File: src/sv/rhss_ram.sv
`timescale 1ns / 1ps
// ----------------------------------------------------------------------------
// Generic RAM
// One write port and one read port with registered read data.
// ----------------------------------------------------------------------------
module rhss_ram #(
   parameter int WIDTH = 8,
   parameter int DEPTH = 16
) (
   input  logic                     clock,
   input  logic                     wr_en,
   input  logic [$clog2(DEPTH)-1:0] wr_addr,
   input  logic [WIDTH-1:0]         wr_data,
   input  logic                     rd_en,
   input  logic [$clog2(DEPTH)-1:0] rd_addr,
   output logic [WIDTH-1:0]         rd_data
);

   logic [WIDTH-1:0] mem [DEPTH];

   // Write port.
   always_ff @(posedge clock) begin
      if (wr_en) begin
         mem[wr_addr] <= wr_data;
      end
   end

   // Registered read port.
   always_ff @(posedge clock) begin
      if (rd_en) begin
         rd_data <= mem[rd_addr];
      end
   end

endmodule

File: config.mk
export PLATFORM = sky130hd
export DESIGN_NAME = rhss_ram
export DESIGN_NICKNAME = d
export VERILOG_FILES = /design/src/sv/rhss_ram.sv
export SDC_FILE = /design/constraint.sdc
export NUM_CORES = 1
export LEC_CHECK = 0
export ABC_AREA = 1
export BUFFER_PORTS_ARGS = -buffer_cell sky130_fd_sc_hd__buf_2
export CAP_MARGIN = 15
export CORE_ASPECT_RATIO = 0.75
export CORE_MARGIN = 4
export CORE_UTILIZATION = 55
export DETAILED_ROUTE_END_ITERATION = 8
export PLACE_DENSITY = 0.73
export SKIP_CTS_REPAIR_TIMING = 1
export SYNTH_ARGS = -nofsm -noshare
export SYNTH_HDL_FRONTEND = slang
export SYNTH_SLANG_ARGS = --single-unit
File: constraint.sdc
create_clock -name clock -period 1.19 [get_ports clock]
set_input_delay 0.119 -clock clock [delete_from_list [all_inputs] [get_ports clock]]
set_output_delay 0.119 -clock clock [all_outputs]
set_load 0.01 [all_outputs]
## After elaboration in Yosys (flattened, before gate mapping)

Memory sizes are Yosys's and may differ from the RTL's. A register that Yosys moved wholly into a read port is not among the register bits.
Index checks and enable logic that the tools add are counted.

| operators by class | value |
|---|---|
| mux-type cells | 2 |

Operators by type and width:

| operator | number |
|---|---|
| 1-bit 2-to-1 mux | 2 |

| storage, ports and cells | value |
|---|---|
| RAM bits | 128 |
| word-level logic and storage cells | 3 |
| memories kept | 1 |
| input bits | 19 |
| output and inout port bits | 8 |
| register bits after elaboration | 0 |

Memory list:

| name | depth | width | read ports | clocked after Yosys merged registers in | wr ports | RTL line | RTL |
|---|---|---|---|---|---|---|---|
| mem | 16 | 8 | 1 | 1 | 1 | 19 | `logic [WIDTH-1:0] mem [DEPTH];` |

## Longest topological paths before layout

| depth | value |
|---|---|
| depth after elaboration | 2 |
| gate-level depth with buffers | 8 |
| mapped depth without buffers | 7 |

## Least setup slack after synthesis

OpenSTA, ideal clock, no wires.

| timing path | value |
|---|---|
| path type | input port to flip-flop |
| from | in wr_addr[2] |
| to | mem mem[10][0] (enable) |
| library setup time | 0.370 ns |
| stages | 2 |
| data required time | 0.820 ns |
| data arrival time | 0.700 ns |
| path buffers | 0 |
| setup slack | 0.120 ns |
| cells stage by stage | nand3b_1 -> nor2_1 |

RTL lines:

| item | RTL line | RTL |
|---|---|---|
| from (decl) | 12 | `input logic [$clog2(DEPTH)-1:0] wr_addr,` |
| to (decl) | 19 |  |

Straight into the memory's write port.

## Worst setup path in the final report

| timing path | value |
|---|---|
| from | reg rd_data[3] (read register of mem) |
| to | out rd_data[3] |

RTL lines:

| item | RTL line | RTL |
|---|---|---|
| from (decl) | 16 | `output logic [WIDTH-1:0] rd_data` |

No word-level cell between the ends.

==> results <==
- Across the VDD grid, the largest voltage drop is 0.966 mV.
- The iteration-0 DRC count of the detailed router is 674.
- The clock net sink count is 136.
- After synthesis, the largest family of logic cells by area is simple AND/OR/NAND/NOR gates.
- Entering global routing, the biggest net connects 65 pins.
- After synthesis the netlist holds a flip-flop and latch count of 136.
- The number of nets in the final layout is 619.
- The final critical path takes up 98.8% of the cycle.
- In the synthesized netlist, mux cells make up 0% of the area.
- The final max-slew violation count is 0.
- The number of distinct library cells after synthesis is 11.
- The critical path buffer and inverter count is 1.
- The die extent in x is 127 um.
- The initial core utilization is 56.6%.
- The via-per-instance ratio is 5.36.
- The average wire per cell in the routed design is 17.9 um.
- The detail route stage leaves a number of antenna-violating nets equal to 0.
- Summed over all layers, the routed wires come to 13.4 mm.
- The hold violation count in the final report is 0.
- 27 I/O pins were placed.
- During synthesis, Yosys emitted a total of 0 warnings.
- The largest single stage delay on the critical path is 460 ps.
- Counting along the longest clock path gives a buffer depth of 2.
- Each instance of the synthesized netlist takes up on average 10.6 um2.
- The length of the first detailed-routing pass in iterations is 5.
- The residual overflow from global routing is 0.
- The area growth from synthesis to layout is 17.5%.
- After floorplanning, the core was divided into 32 placement rows.
- Setup repair after global routing left no endpoint under its margin.
- On the final layout, the worst clock skew is 5.81 ps.
- Counting the fill cells in the layout gives 766.
- The setup path with the least slack is of type flip-flop to primary output.
- The finished cells cover 0.00687 mm2.
- The logic depth of the worst setup path including buffers is 1.
- The netlist area before placement is 0.00585 mm2.
- The number of cells on the worst reg-to-reg path is 6.
- Summing the areas of all fa, ha and maj instances in the mapped netlist gives 0% of the synthesized area.
- The clock period minus final worst setup slack is 1180 ps.
- The number of antenna violations at the first check in global routing is 0.
- The global placer's final weighted congestion is 0.835.
- STA classifies the critical path endpoint as a primary output.
- For this run, the register share of the synthesized area comes to 69.8%.
- The detailed-placement wirelength estimate is 8.13 mm.
- The die covers 0.0124 mm2.
- The run finished with clean final reports.
- The total power divided by cell area is 1670 mW/mm2.
- Buffers inserted during clock tree synthesis total 17.
- Summing all placed instances gives a cell area of 0.00625 mm2.
- For the worst setup path, the data required time is 1070 ps.
- The CTS tree is built.
- The worst endpoint data arrival time is 1060 ps.
- Synthesis produced 551 cells.
- Input and output buffers added on the ports amount to 26.
- The post-route netlist has 14.0% of its cells at a drive strength greater than 1.
- The number of endpoints failing setup at the final stage is 0.
- The tool flagged a number of max-cap violations equal to 0.
- Global routing used 22.9% of the available tracks.
- Leaving out fill and tap cells, the most frequent cell in the layout is sky130_fd_sc_hd__nand2_1.
- The highest-delay cell along the critical path is sky130_fd_sc_hd__edfxtp_1.
- The setup slack at placement is -97.3 ps.
- When the netlist entered floorplanning its net count stood at 570.
- The number of levels the H-tree was split into is 4.
- The maximum clock frequency is 851 MHz.
- Along the worst path, the maximum fanout reaches 1.
- The relative slew slack is 75.6%.
- The via count of the first global-routing pass is 3826.
- The startpoint class of the critical path is a flip-flop.
- The height of the die is 97.3 um.
- At the later pin of the worst-skew pair, clock insertion delay measures 410 ps.
- The smallest setup slack after layout is 14.4 ps.
- The worst hold path class is primary input to flip-flop.
- The via count is 4017.
- After clock tree synthesis, the clock-pin slew on the worst setup and hold paths is 60 ps.
- Summing the areas of all xor and xnor instances in the mapped netlist gives 0% of the synthesized area.
- Traced cell by cell, the critical path runs through buf_2.
- The first-pass GRT wire length is 21.1 mm.
- Summing the areas of all compound-gate instances in the mapped netlist gives 0% of the synthesized area.
- In the routed design, unresolved DRC markers number 0.
- The slew at the pin closest to its max-slew limit is 366 ps.
- In this run the static leakage power is 2.99 nW.
- The number of instances on the worst hold path is 1.
- The library cells used most frequently in the layout, excluding fill and tap cells, are sky130_fd_sc_hd__nand2_1 (173), sky130_fd_sc_hd__edfxtp_1 (136), sky130_fd_sc_hd__inv_1 (100).
- The antenna diode count is 0.
- Of the total synthesized cell area, the portion taken by AND, OR, NAND and NOR gates is 20.8%.
- The tree is rooted in a sky130_fd_sc_hd__clkbuf_16.
- Among cell families on the critical path, the largest total delay comes from flip-flops.
- The area of the core region is 0.0103 mm2.
logic make-up after synthesis:
logic type / Yosys count
flip-flops: 136
buffers and inverters: 126
AND/OR/NAND/NOR: 289
worst paths after layout:
check,startpoint,end,slack [ps]
worst max-delay path,rd_data[3],rd_data[3],10
worst min-delay path,rd_en,rd_data[0],80
worst max register to register,mem[1][0],rd_data[0],40
worst min register to register,mem[11][3],rd_data[3],750
area by class of cell:
| cell class | instances | area, um2 | share of cell area, % |
|---|---|---|---|
| Clock buffer | 22 | 444 | 6.47 |
| Clock inverter | 10 | 151 | 2.20 |
| Inverter | 102 | 383 | 5.57 |
| Multi-Input combinational cell | 289 | 1230 | 18.0 |
| Sequential cell | 136 | 4080 | 59.5 |
| Tap cell | 136 | 170 | 2.48 |
| Timing Repair Buffer | 54 | 403 | 5.87 |
power breakdown:
group	internal (mW)	switching, mW	total (mW)
Clock	3.48	1.87	5.35
Sequential	5.40	0.0347	5.43
Combinational	0.223	0.473	0.695
Total	9.10	2.37	11.5
registers in the layout, summed over array words and instances (netlist names):
register / flops
rd_data: 8
mem: 128
synth_stat cells:
library cell               count  area share (%)
sky130_fd_sc_hd__buf_1         1           0.064
sky130_fd_sc_hd__buf_2        13             1.1
sky130_fd_sc_hd__buf_4         4            0.51
sky130_fd_sc_hd__buf_6         6             1.2
sky130_fd_sc_hd__edfxtp_1    136              70
sky130_fd_sc_hd__inv_1       100             6.4
sky130_fd_sc_hd__inv_2         2            0.13
sky130_fd_sc_hd__nand2_1     173              11
sky130_fd_sc_hd__nand3_1      97             8.3
sky130_fd_sc_hd__nand3b_1      2            0.26
sky130_fd_sc_hd__nor2_1       17             1.1
stage by stage:
stage / hold slack (ps) / instances / power (mW) / TNS, ps / utilization (%)
6_report: 82.8 / 749 / 11.5 / 0 / 66.5
5_1_grt: 80.5 / 749 / 11.8 / 0 / 66.5
4_1_cts: 72.7 / 749 / 11.5 / 0 / 66.3
3_5_place_dp: 506 / 717 / 6.21 / -539 / 60.5
3_3_place_gp: 495 / 717 / 6.19 / -356 / 60.5
2_1_floorplan: 218 / 551 / 5.91 / 0 / -
metal layers:
metal	up-vias	global-route usage (%)	wire, um
li1	1881	-	-
met1	1921	32.4	5770
met2	191	34.4	6310
met3	24	5.82	1100
met4	0	8.82	222
met5	-	0	0
(Power assumes the default switching activity.)
