--- src/sv/rhss_pkg.sv ---
`timescale 1ns / 1ps
// ----------------------------------------------------------------------------
// Seen-set package
// Sizes, request opcodes and shared types of the Robin Hood seen set.
// ----------------------------------------------------------------------------
package rhss_pkg;

   // Table geometry. SLOTS must be a power of two.
   localparam int SLOTS      = 1024;
   localparam int KEY_BITS   = 64;
   localparam int INDEX_BITS = $clog2(SLOTS);
   localparam int COUNT_BITS = $clog2(SLOTS + 1);

   // Probe limit and distance widths.
   localparam int MAX_PROBE  = 128;
   localparam int LIMIT_BITS = 8;
   localparam int DIST_BITS  = 7;
   localparam int OP_BITS    = 2;
   localparam int PORT_KEY_BITS = 64;

   localparam logic [LIMIT_BITS-1:0] LIMIT_RESET = LIMIT_BITS'(MAX_PROBE);

   // Request opcodes; the fourth code does nothing.
   localparam logic [OP_BITS-1:0] OP_INSERT    = 2'd0;
   localparam logic [OP_BITS-1:0] OP_CONTAINS  = 2'd1;
   localparam logic [OP_BITS-1:0] OP_MARK_DONE = 2'd2;

   // One table slot as held in the slot memory.
   typedef struct packed {
      logic                  valid;
      logic                  done;
      logic [DIST_BITS-1:0]  distance;
      logic [KEY_BITS-1:0]   key;
   } slot_type;

   // Verdict of the probe unit for one slot.
   typedef struct packed {
      logic is_free;
      logic match;
      logic stop;
      logic swap;
   } probe_result_type;

endpackage

--- src/sv/rhss_probe_unit.sv ---
`timescale 1ns / 1ps
// ----------------------------------------------------------------------------
// Seen-set probe unit
// Compares one slot against the searched key and the carried entry.
// ----------------------------------------------------------------------------
module rhss_probe_unit (
   input  rhss_pkg::slot_type                  slot,
   input  logic                                is_insert,
   input  logic                                swapped,
   input  logic [rhss_pkg::KEY_BITS-1:0]       search_key,
   input  logic [rhss_pkg::DIST_BITS-1:0]      carry_dist,
   input  logic [rhss_pkg::LIMIT_BITS-1:0]     step,
   output rhss_pkg::probe_result_type          result
);
   import rhss_pkg::*;

   logic key_equal;
   logic hit;

   // Key compare; after a swap an insert no longer looks for its own key.
   assign key_equal = (slot.key == search_key);
   assign hit       = slot.valid && key_equal && (!is_insert || !swapped);

   // A lookup ends when the stored entry lies nearer its home than the probe step.
   always_comb begin
      result.is_free = !slot.valid;
      result.match   = hit;
      result.stop    = !is_insert && slot.valid && !hit &&
                       (step > LIMIT_BITS'(slot.distance));
      result.swap    = is_insert && slot.valid && !hit && (carry_dist > slot.distance);
   end

endmodule

--- config.mk ---
export PLATFORM = sky130hd
export DESIGN_NAME = rhss_probe_unit
export DESIGN_NICKNAME = d
export VERILOG_FILES = /design/src/sv/rhss_pkg.sv /design/src/sv/rhss_probe_unit.sv
export SDC_FILE = /design/constraint.sdc
export NUM_CORES = 1
export LEC_CHECK = 0
export BUFFER_PORTS_ARGS = -buffer_cell sky130_fd_sc_hd__buf_2
export CAP_MARGIN = 20
export CORE_ASPECT_RATIO = 1.1
export CORE_MARGIN = 4
export CORE_UTILIZATION = 34
export DETAILED_ROUTE_END_ITERATION = 12
export GPL_TIMING_DRIVEN = 0
export MAX_ROUTING_LAYER = met4
export PLACE_DENSITY = 0.85
export REMOVE_ABC_BUFFERS = 1
export SLEW_MARGIN = 20
export SYNTH_ARGS = -nofsm -noshare
export SYNTH_HDL_FRONTEND = slang
export SYNTH_SLANG_ARGS = --single-unit
--- constraint.sdc ---
create_clock -name vclk -period 2.21
set_input_delay 0.1105 -clock vclk [all_inputs]
set_output_delay 0.1105 -clock vclk [all_outputs]
set_load 0.1 [all_outputs]
; After elaboration in Yosys (flattened, before gate mapping)
; Index checks and enable logic that the tools add are counted.
[totals]
register_bits = 0
[op_classes]
reduce_logical = 13
n_lt_le_gt_ge = 2
eq_ne = 1
[ops]
columns = op, count
row1 = == test 64 bit, 1
row2 = > comparator 8 x 7 -> 1 bit, 1
row3 = logical AND 1 bit, 8
row4 = > comparator 7 bit, 1
row5 = zero test 1 bit, 4
row6 = logical OR 1 bit, 1

; Logic depth before layout (Yosys ltp)
[logic_depth]
ltp_word = 6
mapped_depth = 8
mapped_depth_nobuf = 8

; Worst setup path after synthesis
; No wires, ideal clock.
[synth_timing]
path_kind = input to output
start = input slot[72] (netlist bit)
end = output result[1] (netlist bit)
n_path_buf = 0
setup_slack_ns = -1.867
arrival_time_ns = 3.966
path_stages = 5
cell_sequence = inv_1 a2111oi_1 nand4_1 nor4_4 nor4_1
[synth_lines]
columns = element, line
row1 = from (decl), rhss_probe_unit.sv:7  ; input rhss_pkg::slot_type slot,
row2 = to (decl), rhss_probe_unit.sv:13  ; output rhss_pkg::probe_result_type result

==> key figures <==
Logic synthesis
  – Warnings from Yosys: 0
  – Mapped cell area: between 0.001 and 0.0015 mm^2
  – Synth unique cells: 26
  – Sequential area share after synthesis: 0%
  – Syn Area/Cell: between 7 and 8 um^2
  – Post-Synthesis Cells: roughly 150

Detailed routing
  – Via count: approximately 1.6k
  – Post-DRT Antenna Nets: 0
  – DRC violations left: 0
  – DRT Pass-1 Iters: 3
  – Routed WL: 4390 um
  – DRT iter0 DRCs: 26
  – WL/cell: 13.0 um
  – Vias/cell: ~4.8

Layout
  – Fillers: roughly 300
  – Reg area: 0 um^2
  – Most frequent cells in the layout: 157 x buf_2, 26 x xor2_1, 25 x inv_1, 24 x xnor2_1, 14 x ha_1
  – Final instance area: between 0.0015 and 0.002 mm^2
  – Seq cells: 0
  – Share of cells above drive strength 1: 52.8%
  – Total Nets Final: roughly 470
  – Commonest non-fill, non-tap cell in the layout: buf_2
  – Syn-to-layout area delta: 74.0%
  – Diodes inserted: 0
  – Layout clock buffers: 0

Global route
  – Total gr overflow: 0
  – Total GRT Usage: 19.7%
  – Initial antenna violation count: 0
  – Vias in the first global route: between 1.5k and 2k
  – Global routing usage on met2: about two fifths
  – Gr busiest metal: met2
  – First-pass GRT wire length: 6610 um
  – Met3 GRT Util: 2.63%
  – M1 GR Usage: between 20% and 30%
  – Largest net degree at the start of global routing: 5

Setup path
  – Worst Setup SP: search_key[33]
  – CP endpoint kind: primary output
  – Peak fanout along the critical path: 3
  – Critical Path Max Stage Delay: a little under 0.5 ns
  – Setup CP Type: in2out
  – Cell Chain, Critical Path: buf_2, xnor2_1, nand4_1, nor4_1, nand4_1, nor4_4, buf_2
  – Critical Path AT: between 1.5 and 2 ns
  – Slowest cell on crit path: buf_2
  – Crit path to: result[2]
  – Startpoint types: primary input
  – CP Data Required Time: approximately 2.1 ns

Placed design
  – Port buffer count: 157
  – HPWL after DPL: about 4300 um
  – Routability cong.: about 0.9
  – DP Area: between 0.0015 and 0.002 mm^2
  – Dpl ws: between 0.3 and 0.4 ns

Timing
  – RSZ-0062 raised after global routing: false
  – Hold_ws: 0.670 ns
  – Min Clock Period, post-route: ~1.8 ns
  – Final Cycle Share: between 80% and 90%
  – Fmax: around 550 MHz
  – Max Slew Vio Count: 0
  – Final setup TNS: 0 ns
  – Endpoints failing hold: 0
  – Actual slew at the worst max-slew pin: ~0.49 ns
  – Final Setup Violations: 0
  – Final worst setup slack: between 0.3 and 0.4 ns
  – Worst rel slew slack: 67.3%

Worst hold path
  – Min-Delay Path Class: in2out
  – Hold Startpoint: slot[72]

Power
  – Comb pwr share: between 90% and 100%
  – Pint: 0.000188 W
  – PwrDens: 178 mW/mm^2
  – LEAKAGE: ~1.1 nW
  – Max VDD drop: between 0.1 and 0.15 mV
  – Clock power frac: 0%
  – Switching Share: between 40% and 50%
  – Sw Pwr: roughly 0.00015 W
  – Total power: 0.000343 W
  – Reg power frac: 0%

Floorplanning
  – Die W: roughly 62 um
  – Core area: about 0.0031 mm^2
  – IO Pins: ~160
  – Total Die Area: between 0.004 and 0.005 mm^2
  – FP Rows: 21
  – Initial Utilization: 35.8%
  – DIE HEIGHT: approximately 68 um

Status
  – Outcome: finished, final reports clean

CTS
  – Hold_buf cts: 0
  – Postcts setup bufs: 0
  – Post_cts resized: 0

Job
  – MaxCap Viol Count: 0
## power groups by stage
stage / clock, W / combinational [W] / sequential [W]
floorplan: 0 / 0.000167 / 0
global placement: 0 / 0.000338 / 0
detailed placement: 0 / 0.000346 / 0
CTS: 0 / 0.000348 / 0
global route: 0 / 0.000385 / 0
finish: 0 / 0.000343 / 0
## per-layer routing
metal	share of wire (%)	wire, um
met2	54	2360
met4	1.8	78
met5	0	0
met1	37	1630
met3	7.3	322
## stage by stage
stage | std cells | util, %
after CTS | 337 | 62.3
after detailed placement | 337 | 62.3
after global placement | 337 | 62.3
after global routing | 337 | 62.3
final | 337 | 62.3
after floorplan | 146 | -
## synth_stat cells, types with 2 or more instances
cell type | count | area, um^2
nor2_1 | 3 | 11.3
nand3_1 | 2 | 10.0
nand4_1 | 10 | 62.6
o22ai_1 | 6 | 37.5
inv_1 | 25 | 93.8
a21oi_1 | 3 | 15.0
a221oi_1 | 3 | 26.3
xnor2_1 | 24 | 210
nand2_1 | 2 | 7.51
nor4_1 | 9 | 56.3
o21ai_0 | 3 | 15.0
xor2_1 | 26 | 228
a21o_1 | 3 | 22.5
ha_1 | 14 | 175
o2bb2ai_1 | 3 | 26.3
## cell families (layout without fill, tap and decap cells)
logic type	count (synthesis)	after routing	share of synthesized area [%]
AO/OA/AOI/OAI	26	26	17.5
XOR/XNOR	50	50	39.5
adder cells (fa/ha/maj)	14	14	15.8
buffers and inverters	26	182	9.13
AND/OR/NAND/NOR	31	31	18.2
## final cells by class
| type | instances | area [um^2] | area share [%] |
|---|---|---|---|
| multi-input cells | 121 | 1010 | 52.2 |
| inverters | 25 | 93.8 | 4.86 |
| repair buffers | 157 | 786 | 40.7 |
| well taps | 34 | 42.5 | 2.20 |
## worst min-delay path by stage
stage | end | slack [ns] | cells after the start
detailed placement | result[3] | 0.68 | 3
global placement | result[3] | 0.67 | 3
global route | result[3] | 0.69 | 3
floorplan | result[2] | 0.51 | 3
finish | result[3] | 0.67 | 3
CTS | result[3] | 0.68 | 3
## worst max-delay path, delay by kind of cell
kind	cells	cell delay, ns
AND/OR/NAND/NOR	4	0.86
XOR/XNOR	1	0.15
buffers and inverters	2	0.59
Note: power is estimated with default switching activity, not from simulation.
